$ cat src/design/amf_pkg.sv
// ----------------------------------------------------------------------------
// amf_pkg: shared types and constants of the wrap-aware median angle filter
// Sample link between sort cells, angle constants and register indexes.
// ----------------------------------------------------------------------------
package amf_pkg;

    localparam int ANGLE_W = 14;
    localparam int SUM_W   = 17;

    // one full turn of the angle code
    localparam logic [ANGLE_W:0] PERIOD = 15'd16384;

    // floor(x/3) = (x * DIV3_MUL) >> DIV3_SHIFT for any x below 2^17
    localparam logic [SUM_W-1:0] DIV3_MUL   = 17'd43691;
    localparam int               DIV3_SHIFT = 17;

    // register indexes (byte address / 4)
    localparam logic REG_MEDIAN_EN  = 1'b0;
    localparam logic REG_SAMPLE_CNT = 1'b1;

    typedef struct packed {
        logic               vld;
        logic [ANGLE_W-1:0] val;
    } amf_link_t;

endpackage

$ cat src/design/amf_cell.sv
// ----------------------------------------------------------------------------
// amf_cell: one insertion-sort cell
// Keeps the smallest value seen since clear and hands the larger one on.
// ----------------------------------------------------------------------------
module amf_cell
    import amf_pkg::*;
(
    input  logic      aclk,
    input  logic      aresetn,
    input  logic      clr,
    input  amf_link_t in_link,
    output amf_link_t out_link,
    output amf_link_t held
);

    amf_link_t hold_reg, hold_next;
    amf_link_t out_reg, out_next;

    always_comb begin
        hold_next    = hold_reg;
        out_next     = in_link;
        out_next.vld = 1'b0;
        if (in_link.vld) begin
            if (!hold_reg.vld) begin
                hold_next = in_link;
            end else if (in_link.val < hold_reg.val) begin
                hold_next = in_link;
                out_next  = hold_reg;
            end else begin
                out_next = in_link;
            end
        end
    end

    always_ff @(posedge aclk) begin
        if (!aresetn || clr) begin
            hold_reg <= '0;
            out_reg  <= '0;
        end else begin
            hold_reg <= hold_next;
            out_reg  <= out_next;
        end
    end

    assign out_link = out_reg;
    assign held     = hold_reg;

endmodule

$ cat src/design/wrap_aware_median_angle_filter.sv
// ----------------------------------------------------------------------------
// wrap_aware_median_angle_filter: median of N angle samples across the wrap
// Error replies count toward an abort; good samples fill a batch that is
// sorted through a chain of cells, gap-scanned and averaged at its middle.
// ----------------------------------------------------------------------------
// A beat that finishes a batch of N starts N store reads into the cell chain,
// then chain drain, an N-step gap scan, up to 3 middle reads and a divide
// before its result is offered. An abort goes straight to its result.
// Reset (synchronous, aresetn low): counts cleared, registers to defaults
// (median off, N = 1); the sample store is not cleared.
module wrap_aware_median_angle_filter
    import amf_pkg::*;
#(
    parameter int MAX_SAMPLES = 16
) (
    input  logic        aclk,
    input  logic        aresetn,
    // input stream
    input  logic        s_tvalid,
    output logic        s_tready,
    input  logic [15:0] s_tdata,   // [15:0] response_word
    // result stream
    output logic        m_tvalid,
    input  logic        m_tready,
    output logic [15:0] m_tdata,   // [13:0] filtered_angle, [15:14] zero
    output logic [0:0]  m_tuser,   // [0] batch_failed
    // configuration
    input  logic        psel,
    input  logic        penable,
    input  logic        pwrite,
    input  logic [2:0]  paddr,
    input  logic [31:0] pwdata,
    output logic [31:0] prdata,
    output logic        pready
);

    localparam int CW = $clog2(MAX_SAMPLES + 1);
    localparam int IW = (MAX_SAMPLES > 1) ? $clog2(MAX_SAMPLES) : 1;
    localparam logic [CW-1:0] MAX_N = CW'(MAX_SAMPLES);

    typedef enum logic [2:0] {
        ST_IDLE, ST_FEED, ST_DRAIN, ST_GAP, ST_AVG, ST_DIV, ST_RES
    } state_t;

    state_t state_reg;

    logic               med_en_reg;
    logic [4:0]         cnt_cfg_reg;
    logic [CW-1:0]      good_cnt_reg, err_cnt_reg, n_reg, k_reg, cut_reg, j_reg;
    logic [1:0]         rem_reg;
    logic [ANGLE_W-1:0] prev_reg, widest_reg;
    logic [SUM_W-1:0]   sum_reg;
    logic [ANGLE_W-1:0] res_angle_reg;
    logic               res_fail_reg;
    logic               m_valid_reg;
    logic [ANGLE_W-1:0] m_angle_reg;
    logic               m_fail_reg;
    logic               feed_vld_reg;
    logic [ANGLE_W-1:0] feed_val_reg;

    logic [ANGLE_W-1:0] store_mem [MAX_SAMPLES];

    // ---------------- configuration port ----------------
    logic cfg_we;
    assign pready = 1'b1;
    assign cfg_we = psel && penable && pwrite && pready;

    always_comb begin
        unique case (paddr[2])
            REG_MEDIAN_EN:  prdata = {31'd0, med_en_reg};
            REG_SAMPLE_CNT: prdata = {27'd0, cnt_cfg_reg};
            default:        prdata = '0;
        endcase
    end

    // effective batch size
    logic [CW-1:0] bsize;
    always_comb begin
        if (!med_en_reg || cnt_cfg_reg == 5'd0) begin
            bsize = CW'(1);
        end else if (7'(cnt_cfg_reg) > 7'(MAX_SAMPLES)) begin
            bsize = MAX_N;
        end else begin
            bsize = CW'(cnt_cfg_reg);
        end
    end

    // ---------------- sort chain ----------------
    amf_link_t          link [MAX_SAMPLES+1];
    amf_link_t          held [MAX_SAMPLES];
    logic [ANGLE_W-1:0] cell_val [MAX_SAMPLES];
    logic               clr;

    assign link[0] = '{vld: feed_vld_reg, val: feed_val_reg};

    for (genvar c = 0; c < MAX_SAMPLES; c++) begin : g_cell
        amf_cell u_cell (
            .aclk     (aclk),
            .aresetn  (aresetn),
            .clr      (clr),
            .in_link  (link[c]),
            .out_link (link[c+1]),
            .held     (held[c])
        );
        assign cell_val[c] = held[c].val;
    end

    // ---------------- datapath helpers ----------------
    logic                in_acc, in_err, in_done;
    logic [CW-1:0]       good_inc;
    logic [ANGLE_W-1:0]  gap_v, gap_d;
    logic [CW:0]         tidx;
    logic                twrap;
    logic [IW-1:0]       ridx;
    logic [ANGLE_W-1:0]  avg_v;
    logic [ANGLE_W:0]    avg_w;
    logic [CW-1:0]       half;
    logic [2*SUM_W-1:0]  prod3;
    logic [SUM_W-1:0]    quot;

    assign in_acc   = s_tvalid && s_tready;
    assign in_err   = s_tdata[14];
    assign good_inc = good_cnt_reg + CW'(1);
    assign in_done  = in_acc && !in_err && (good_inc >= bsize);
    assign clr      = in_done;

    assign gap_v = cell_val[k_reg[IW-1:0]];
    assign gap_d = gap_v - prev_reg;

    // rotated read: sample below the widest gap moves up one period
    assign tidx  = (CW+1)'(cut_reg) + (CW+1)'(j_reg);
    assign twrap = widest_reg[ANGLE_W-1] && (tidx >= (CW+1)'(n_reg));
    always_comb begin
        if (!widest_reg[ANGLE_W-1]) begin
            ridx = j_reg[IW-1:0];
        end else if (twrap) begin
            ridx = IW'(tidx - (CW+1)'(n_reg));
        end else begin
            ridx = IW'(tidx);
        end
    end
    assign avg_v = cell_val[ridx];
    assign avg_w = {1'b0, avg_v} + (twrap ? PERIOD : '0);

    assign half  = n_reg >> 1;
    assign prod3 = 34'(sum_reg) * 34'(DIV3_MUL);
    always_comb begin
        if (n_reg == CW'(1)) begin
            quot = sum_reg;
        end else if (n_reg[0]) begin
            quot = SUM_W'(prod3 >> DIV3_SHIFT);
        end else begin
            quot = sum_reg >> 1;
        end
    end

    assign s_tready = (state_reg == ST_IDLE);

    // ---------------- sample store ----------------
    always_ff @(posedge aclk) begin
        if (in_acc && !in_err) begin
            store_mem[good_cnt_reg[IW-1:0]] <= s_tdata[ANGLE_W-1:0];
        end
        feed_val_reg <= store_mem[k_reg[IW-1:0]];
    end

    // ---------------- control ----------------
    always_ff @(posedge aclk) begin
        if (!aresetn) begin
            state_reg    <= ST_IDLE;
            med_en_reg   <= 1'b0;
            cnt_cfg_reg  <= 5'd1;
            good_cnt_reg <= '0;
            err_cnt_reg  <= '0;
            n_reg        <= CW'(1);
            k_reg        <= '0;
            cut_reg      <= '0;
            j_reg        <= '0;
            rem_reg      <= '0;
            widest_reg   <= '0;
            feed_vld_reg <= 1'b0;
            m_valid_reg  <= 1'b0;
            res_fail_reg <= 1'b0;
        end else begin
            feed_vld_reg <= (state_reg == ST_FEED);
            if (cfg_we) begin
                unique case (paddr[2])
                    REG_MEDIAN_EN:  med_en_reg  <= pwdata[0];
                    REG_SAMPLE_CNT: cnt_cfg_reg <= pwdata[4:0];
                    default:        ;
                endcase
            end
            // a result waiting in ST_RES reloads the output itself
            if (m_valid_reg && m_tready && state_reg != ST_RES) begin
                m_valid_reg <= 1'b0;
            end

            unique case (state_reg)
                ST_IDLE: begin
                    if (in_acc) begin
                        if (in_err) begin
                            if (err_cnt_reg >= bsize) begin
                                res_angle_reg <= '0;
                                res_fail_reg  <= 1'b1;
                                good_cnt_reg  <= '0;
                                err_cnt_reg   <= '0;
                                state_reg     <= ST_RES;
                            end else begin
                                err_cnt_reg <= err_cnt_reg + CW'(1);
                            end
                        end else if (in_done) begin
                            n_reg        <= bsize;
                            good_cnt_reg <= '0;
                            err_cnt_reg  <= '0;
                            k_reg        <= '0;
                            widest_reg   <= '0;
                            cut_reg      <= '0;
                            state_reg    <= ST_FEED;
                        end else begin
                            good_cnt_reg <= good_inc;
                        end
                    end
                end
                ST_FEED: begin
                    if (k_reg == n_reg - CW'(1)) begin
                        k_reg     <= '0;
                        state_reg <= ST_DRAIN;
                    end else begin
                        k_reg <= k_reg + CW'(1);
                    end
                end
                ST_DRAIN: begin
                    if (k_reg == MAX_N) begin
                        k_reg     <= '0;
                        state_reg <= ST_GAP;
                    end else begin
                        k_reg <= k_reg + CW'(1);
                    end
                end
                ST_GAP: begin
                    prev_reg <= gap_v;
                    if (k_reg != '0 && gap_d > widest_reg) begin
                        widest_reg <= gap_d;
                        cut_reg    <= k_reg;
                    end
                    if (k_reg == n_reg - CW'(1)) begin
                        sum_reg   <= '0;
                        state_reg <= ST_AVG;
                        if (n_reg == CW'(1)) begin
                            j_reg   <= '0;
                            rem_reg <= 2'd1;
                        end else begin
                            j_reg   <= half - CW'(1);
                            rem_reg <= n_reg[0] ? 2'd3 : 2'd2;
                        end
                    end else begin
                        k_reg <= k_reg + CW'(1);
                    end
                end
                ST_AVG: begin
                    sum_reg <= sum_reg + SUM_W'(avg_w);
                    j_reg   <= j_reg + CW'(1);
                    rem_reg <= rem_reg - 2'd1;
                    if (rem_reg == 2'd1) begin
                        state_reg <= ST_DIV;
                    end
                end
                ST_DIV: begin
                    res_angle_reg <= quot[ANGLE_W-1:0];
                    res_fail_reg  <= 1'b0;
                    state_reg     <= ST_RES;
                end
                ST_RES: begin
                    if (!m_valid_reg || m_tready) begin
                        m_valid_reg <= 1'b1;
                        m_angle_reg <= res_angle_reg;
                        m_fail_reg  <= res_fail_reg;
                        state_reg   <= ST_IDLE;
                    end
                end
                default: state_reg <= ST_IDLE;
            endcase
        end
    end

    assign m_tvalid = m_valid_reg;
    assign m_tdata  = {2'b00, m_angle_reg};
    assign m_tuser  = m_fail_reg;

`ifndef SYNTH
    a_good_bound: assert property (@(posedge aclk) disable iff (!aresetn)
        good_cnt_reg < MAX_N)
        else $error("good sample count out of range");

    a_err_bound: assert property (@(posedge aclk) disable iff (!aresetn)
        err_cnt_reg <= MAX_N)
        else $error("error count out of range");

    a_fail_zero: assert property (@(posedge aclk) disable iff (!aresetn)
        (m_tvalid && m_tuser[0]) |-> (m_tdata == 16'd0))
        else $error("failed batch with nonzero angle");

    a_clr_feed: assert property (@(posedge aclk) disable iff (!aresetn)
        clr |=> (state_reg == ST_FEED))
        else $error("chain cleared without a feed");
`endif

endmodule
$ cat config.mk
export PLATFORM = sky130hd
export DESIGN_NAME = wrap_aware_median_angle_filter
export DESIGN_NICKNAME = d
export VERILOG_FILES = /design/src/design/amf_pkg.sv /design/src/design/amf_cell.sv /design/src/design/wrap_aware_median_angle_filter.sv
export SDC_FILE = /design/constraint.sdc
export NUM_CORES = 2
export LEC_CHECK = 0
export BUFFER_PORTS_ARGS = -buffer_cell sky130_fd_sc_hd__buf_2
export CAP_MARGIN = 40
export CORE_MARGIN = 2
export CORE_UTILIZATION = 45
export CTS_BUF_LIST = sky130_fd_sc_hd__clkbuf_4
export DETAILED_ROUTE_END_ITERATION = 12
export GPL_ROUTABILITY_DRIVEN = 0
export SLEW_MARGIN = 20
export SYNTH_ARGS = -nofsm -noshare
export SYNTH_HDL_FRONTEND = slang
export SYNTH_SLANG_ARGS = --single-unit
$ cat constraint.sdc
create_clock -name aclk -period 12 [get_ports aclk]
set_input_delay 2.4 -clock aclk [delete_from_list [all_inputs] [get_ports aclk]]
set_output_delay 2.4 -clock aclk [all_outputs]
set_load 0.02 [all_outputs]
==> impl_metrics.tcl <==
set metrics [dict create \
    areaGrowthSynthToFinish_pct 10.41 \
    ff2ff_path_depth 28 \
    tns_ns 0 \
    synth.avg_cell_area_um2 10.50 \
    met3WireLength_um 5588 \
    clkTransAtPathRegs_ns 0.06 \
    finalMaxSlewViolations 0 \
    synth-edff-count 284 \
    setup_viol 0 \
    r2r_end "sum_reg[14]" \
    slew_headroom 0.4140 \
    p_int_w 0.005719 \
    rsz0062_at_grt "no" \
    cts_resized 0 \
    seq_area_frac_synth 0.4193 \
    coreArea_mm2 0.1016 \
    cts_made_buffers 217 \
    drt-total-wl_um 112200 \
    fin_worst_skew_ns 0.07427 \
    drc 0 \
    critPathSlowestCell "buf_4" \
    ys.flop_type "dfxtp_1" \
    cp-start-kind "register" \
    r2r_slack_ns 4.58 \
    sw_frac_of_total 0.3727 \
    critPathMaxStageDelay_ns 0.65 \
    grt_pass1_vias 30920 \
    grt_max_degree 197 \
    num_vias 31880 \
    ys_top_cells_by_count "537 x dfxtp_1, 461 x mux2i_1, 423 x inv_1, 406 x ha_1, 386 x nor2_1" \
    yosysUniqueCellTypes 69 \
    port_buffers 49 \
    synth_seq_cells 821 \
    antenna_left 0 \
    period_share 0.6185 \
    cts_tree "yes" \
    yosysWarnings 0 \
    cp.arrival_ns 8.24 \
    peakVddDrop_mv 0.5953 \
    dieArea_mm2 0.1048 \
    highest-signal-layer "met4" \
    ios 110 \
    power.leakage_nw 20.15 \
    chipWidth_um 323.7 \
    synth_area_leader_cell "dfxtp_1" \
    outcome "finished clean" \
    cp-end-kind "register" \
    timing.fmax_ghz 0.1347 \
    clock_latency_ns 1.12 \
    hold_viol 0 \
    crit_type "reg2reg" \
    pwr_density_cell_mw_per_mm2 179.6 \
    r2r-start "j_reg[0]" \
    cts_setup_buffers 0 \
    hold_path_depth 0 \
    cts.path.max_buffers 3 \
    yosysTopAreaCellShare 0.2338 \
    grt_overflow 0 \
    required_ns 12.82 \
    clkPwrFrac 0.270 \
    holdBufCountCts 0 \
    syn-cell-area_mm2 0.04598 \
    synth_cells 4381 \
    drive_gt1_frac 0.1426 \
    root_buffer "clkbuf_4" \
    largest_reg_flops 240 \
    die_h_um 323.7 \
    pwr-share-comb 0.395 \
    wl_met1_um 50380 \
    clock-sinks 821 \
    dr.first_iter.drc_count 1765 \
    rows 117 \
    finalInstanceArea_mm2 0.05077 \
    grt_antenna_before_repair 6 \
    hold_path_end "m_angle_reg[4]" \
    worstHoldStart "res_angle_reg[4]" \
    drt-wirelength-per-cell_um 18.50 \
    htreeDepth 4 \
    path_common_cell "mux2i_1" \
    initial_utilization 0.4526 \
    wl_met2_um 54230 \
    placed_cell_area_mm2 0.04793 \
    grt_pass1_wl_um 174400 \
    vias_per_cell 5.254 \
    power.switching_w 0.003397 \
    p_seq_frac 0.335 \
    drv_cap 0 \
    ys_top_cells_by_area "dfxtp_1 23%, edfxtp_1 19%, ha_1 11%" \
    firstDrtPassIters 5 \
    nets 5080 \
    async_flop_share 0 \
    hpwl_um 81580 \
    cp_max_fo 30 \
    min_path_type "reg2reg" \
    fin_crit_ns 7.423 \
    synth_most_common_cell "dfxtp_1" \
    track_usage 0.2154 \
    tightestPinTransition_ns 0.8791 \
]
## worst max path at each step
stage	start	endpoint
6_report	j_reg[0]	sum_reg[14]
3_3_place_gp	j_reg[0]	sum_reg[14]
3_5_place_dp	j_reg[0]	sum_reg[14]
5_1_grt	j_reg[0]	sum_reg[16]
2_1_floorplan	k_reg[0]	widest_reg[10]
4_1_cts	j_reg[0]	sum_reg[14]
## cell usage in the layout (no fill, tap or decap), drive strengths merged, types with 5 or more instances in the layout
cell and count:
mux4 140, inv 434, o21bai 6, nand2b 22, xnor2 40, clkbuf 324, a21o 90, a211oi 40
nand2 334, and2 28, clkinv 52, ha 406, a31oi 18, nand3b 6, conb 30, nand3 222
o21a 23, o22ai 5, buf 128, fa 92, mux2 5, o41ai 5, diode 7, dfxtp 537
edfxtp 284, xor2 22, o21ai 263, nor2b 23, and3 9, a21oi 129, mux2i 461, nor3 26
or3 5, nor2 386, nand4 27, o31ai 16
## cell families after synthesis
kind of cell | after synthesis | synth area share
buf+inv | 657 | 0.05886
other cells | 2 | 0.0001633
simple gates | 1100 | 0.1040
fa+ha+maj | 498 | 0.1505
mux | 606 | 0.1701
xor+xnor | 62 | 0.01181
compound gates | 635 | 0.08522
flops | 821 | 0.4193
## per-stage QoR
step,std cells,hold WS (ns),power [W],util,setup WS (ns)
global route,6065,0.3766,0.009830,0.4997,4.070
finish,6067,0.3840,0.009116,0.4997,4.577
CTS,6059,0.3658,0.009245,0.4993,4.570
global placement,5645,0.4002,0.006680,0.4675,4.623
floorplan,4409,0.4003,0.005773,-,5.393
detailed placement,5672,0.4045,0.006708,0.4717,4.629
## critical path, delay by kind of cell (launching register included)
family	cells	cell delay, ns
and+or+nand+nor	3	0.30
DFF	1	0.40
adders and majority gates	5	1.77
muxes	5	1.10
xor gates and xnor gates	1	0.16
AOI/OAI and AO/OA	10	2.07
buffers and inverters	4	1.26
## layout make-up
cell class              count  area [um^2]
diodes                      7        17.52
clock buffers             324         2432
clock inverters            63        371.6
fillers                  9386        50830
inverters                 425         1595
multi-input cells        2931        24270
flip-flops and latches    821        19290
well taps                1368         1712
repair buffers            128         1082
## layer usage
metal | track usage | up-vias
li1 | - | 15800
met1 | 0.2867 | 15290
met2 | 0.3613 | 647
met3 | 0.03609 | 143
met4 | 0.06121 | 0
met5 | 0 | -
## power groups by stage
stage | registers (W) | logic, W | clock network [W]
global route | 0.00306 | 0.00407 | 0.00269
floorplan | 0.00306 | 0.00271 | 0
CTS | 0.00306 | 0.00365 | 0.00254
detailed placement | 0.00312 | 0.00359 | 0
finish | 0.00306 | 0.00360 | 0.00246
global placement | 0.00312 | 0.00356 | 0
(Power assumes the default switching activity.)
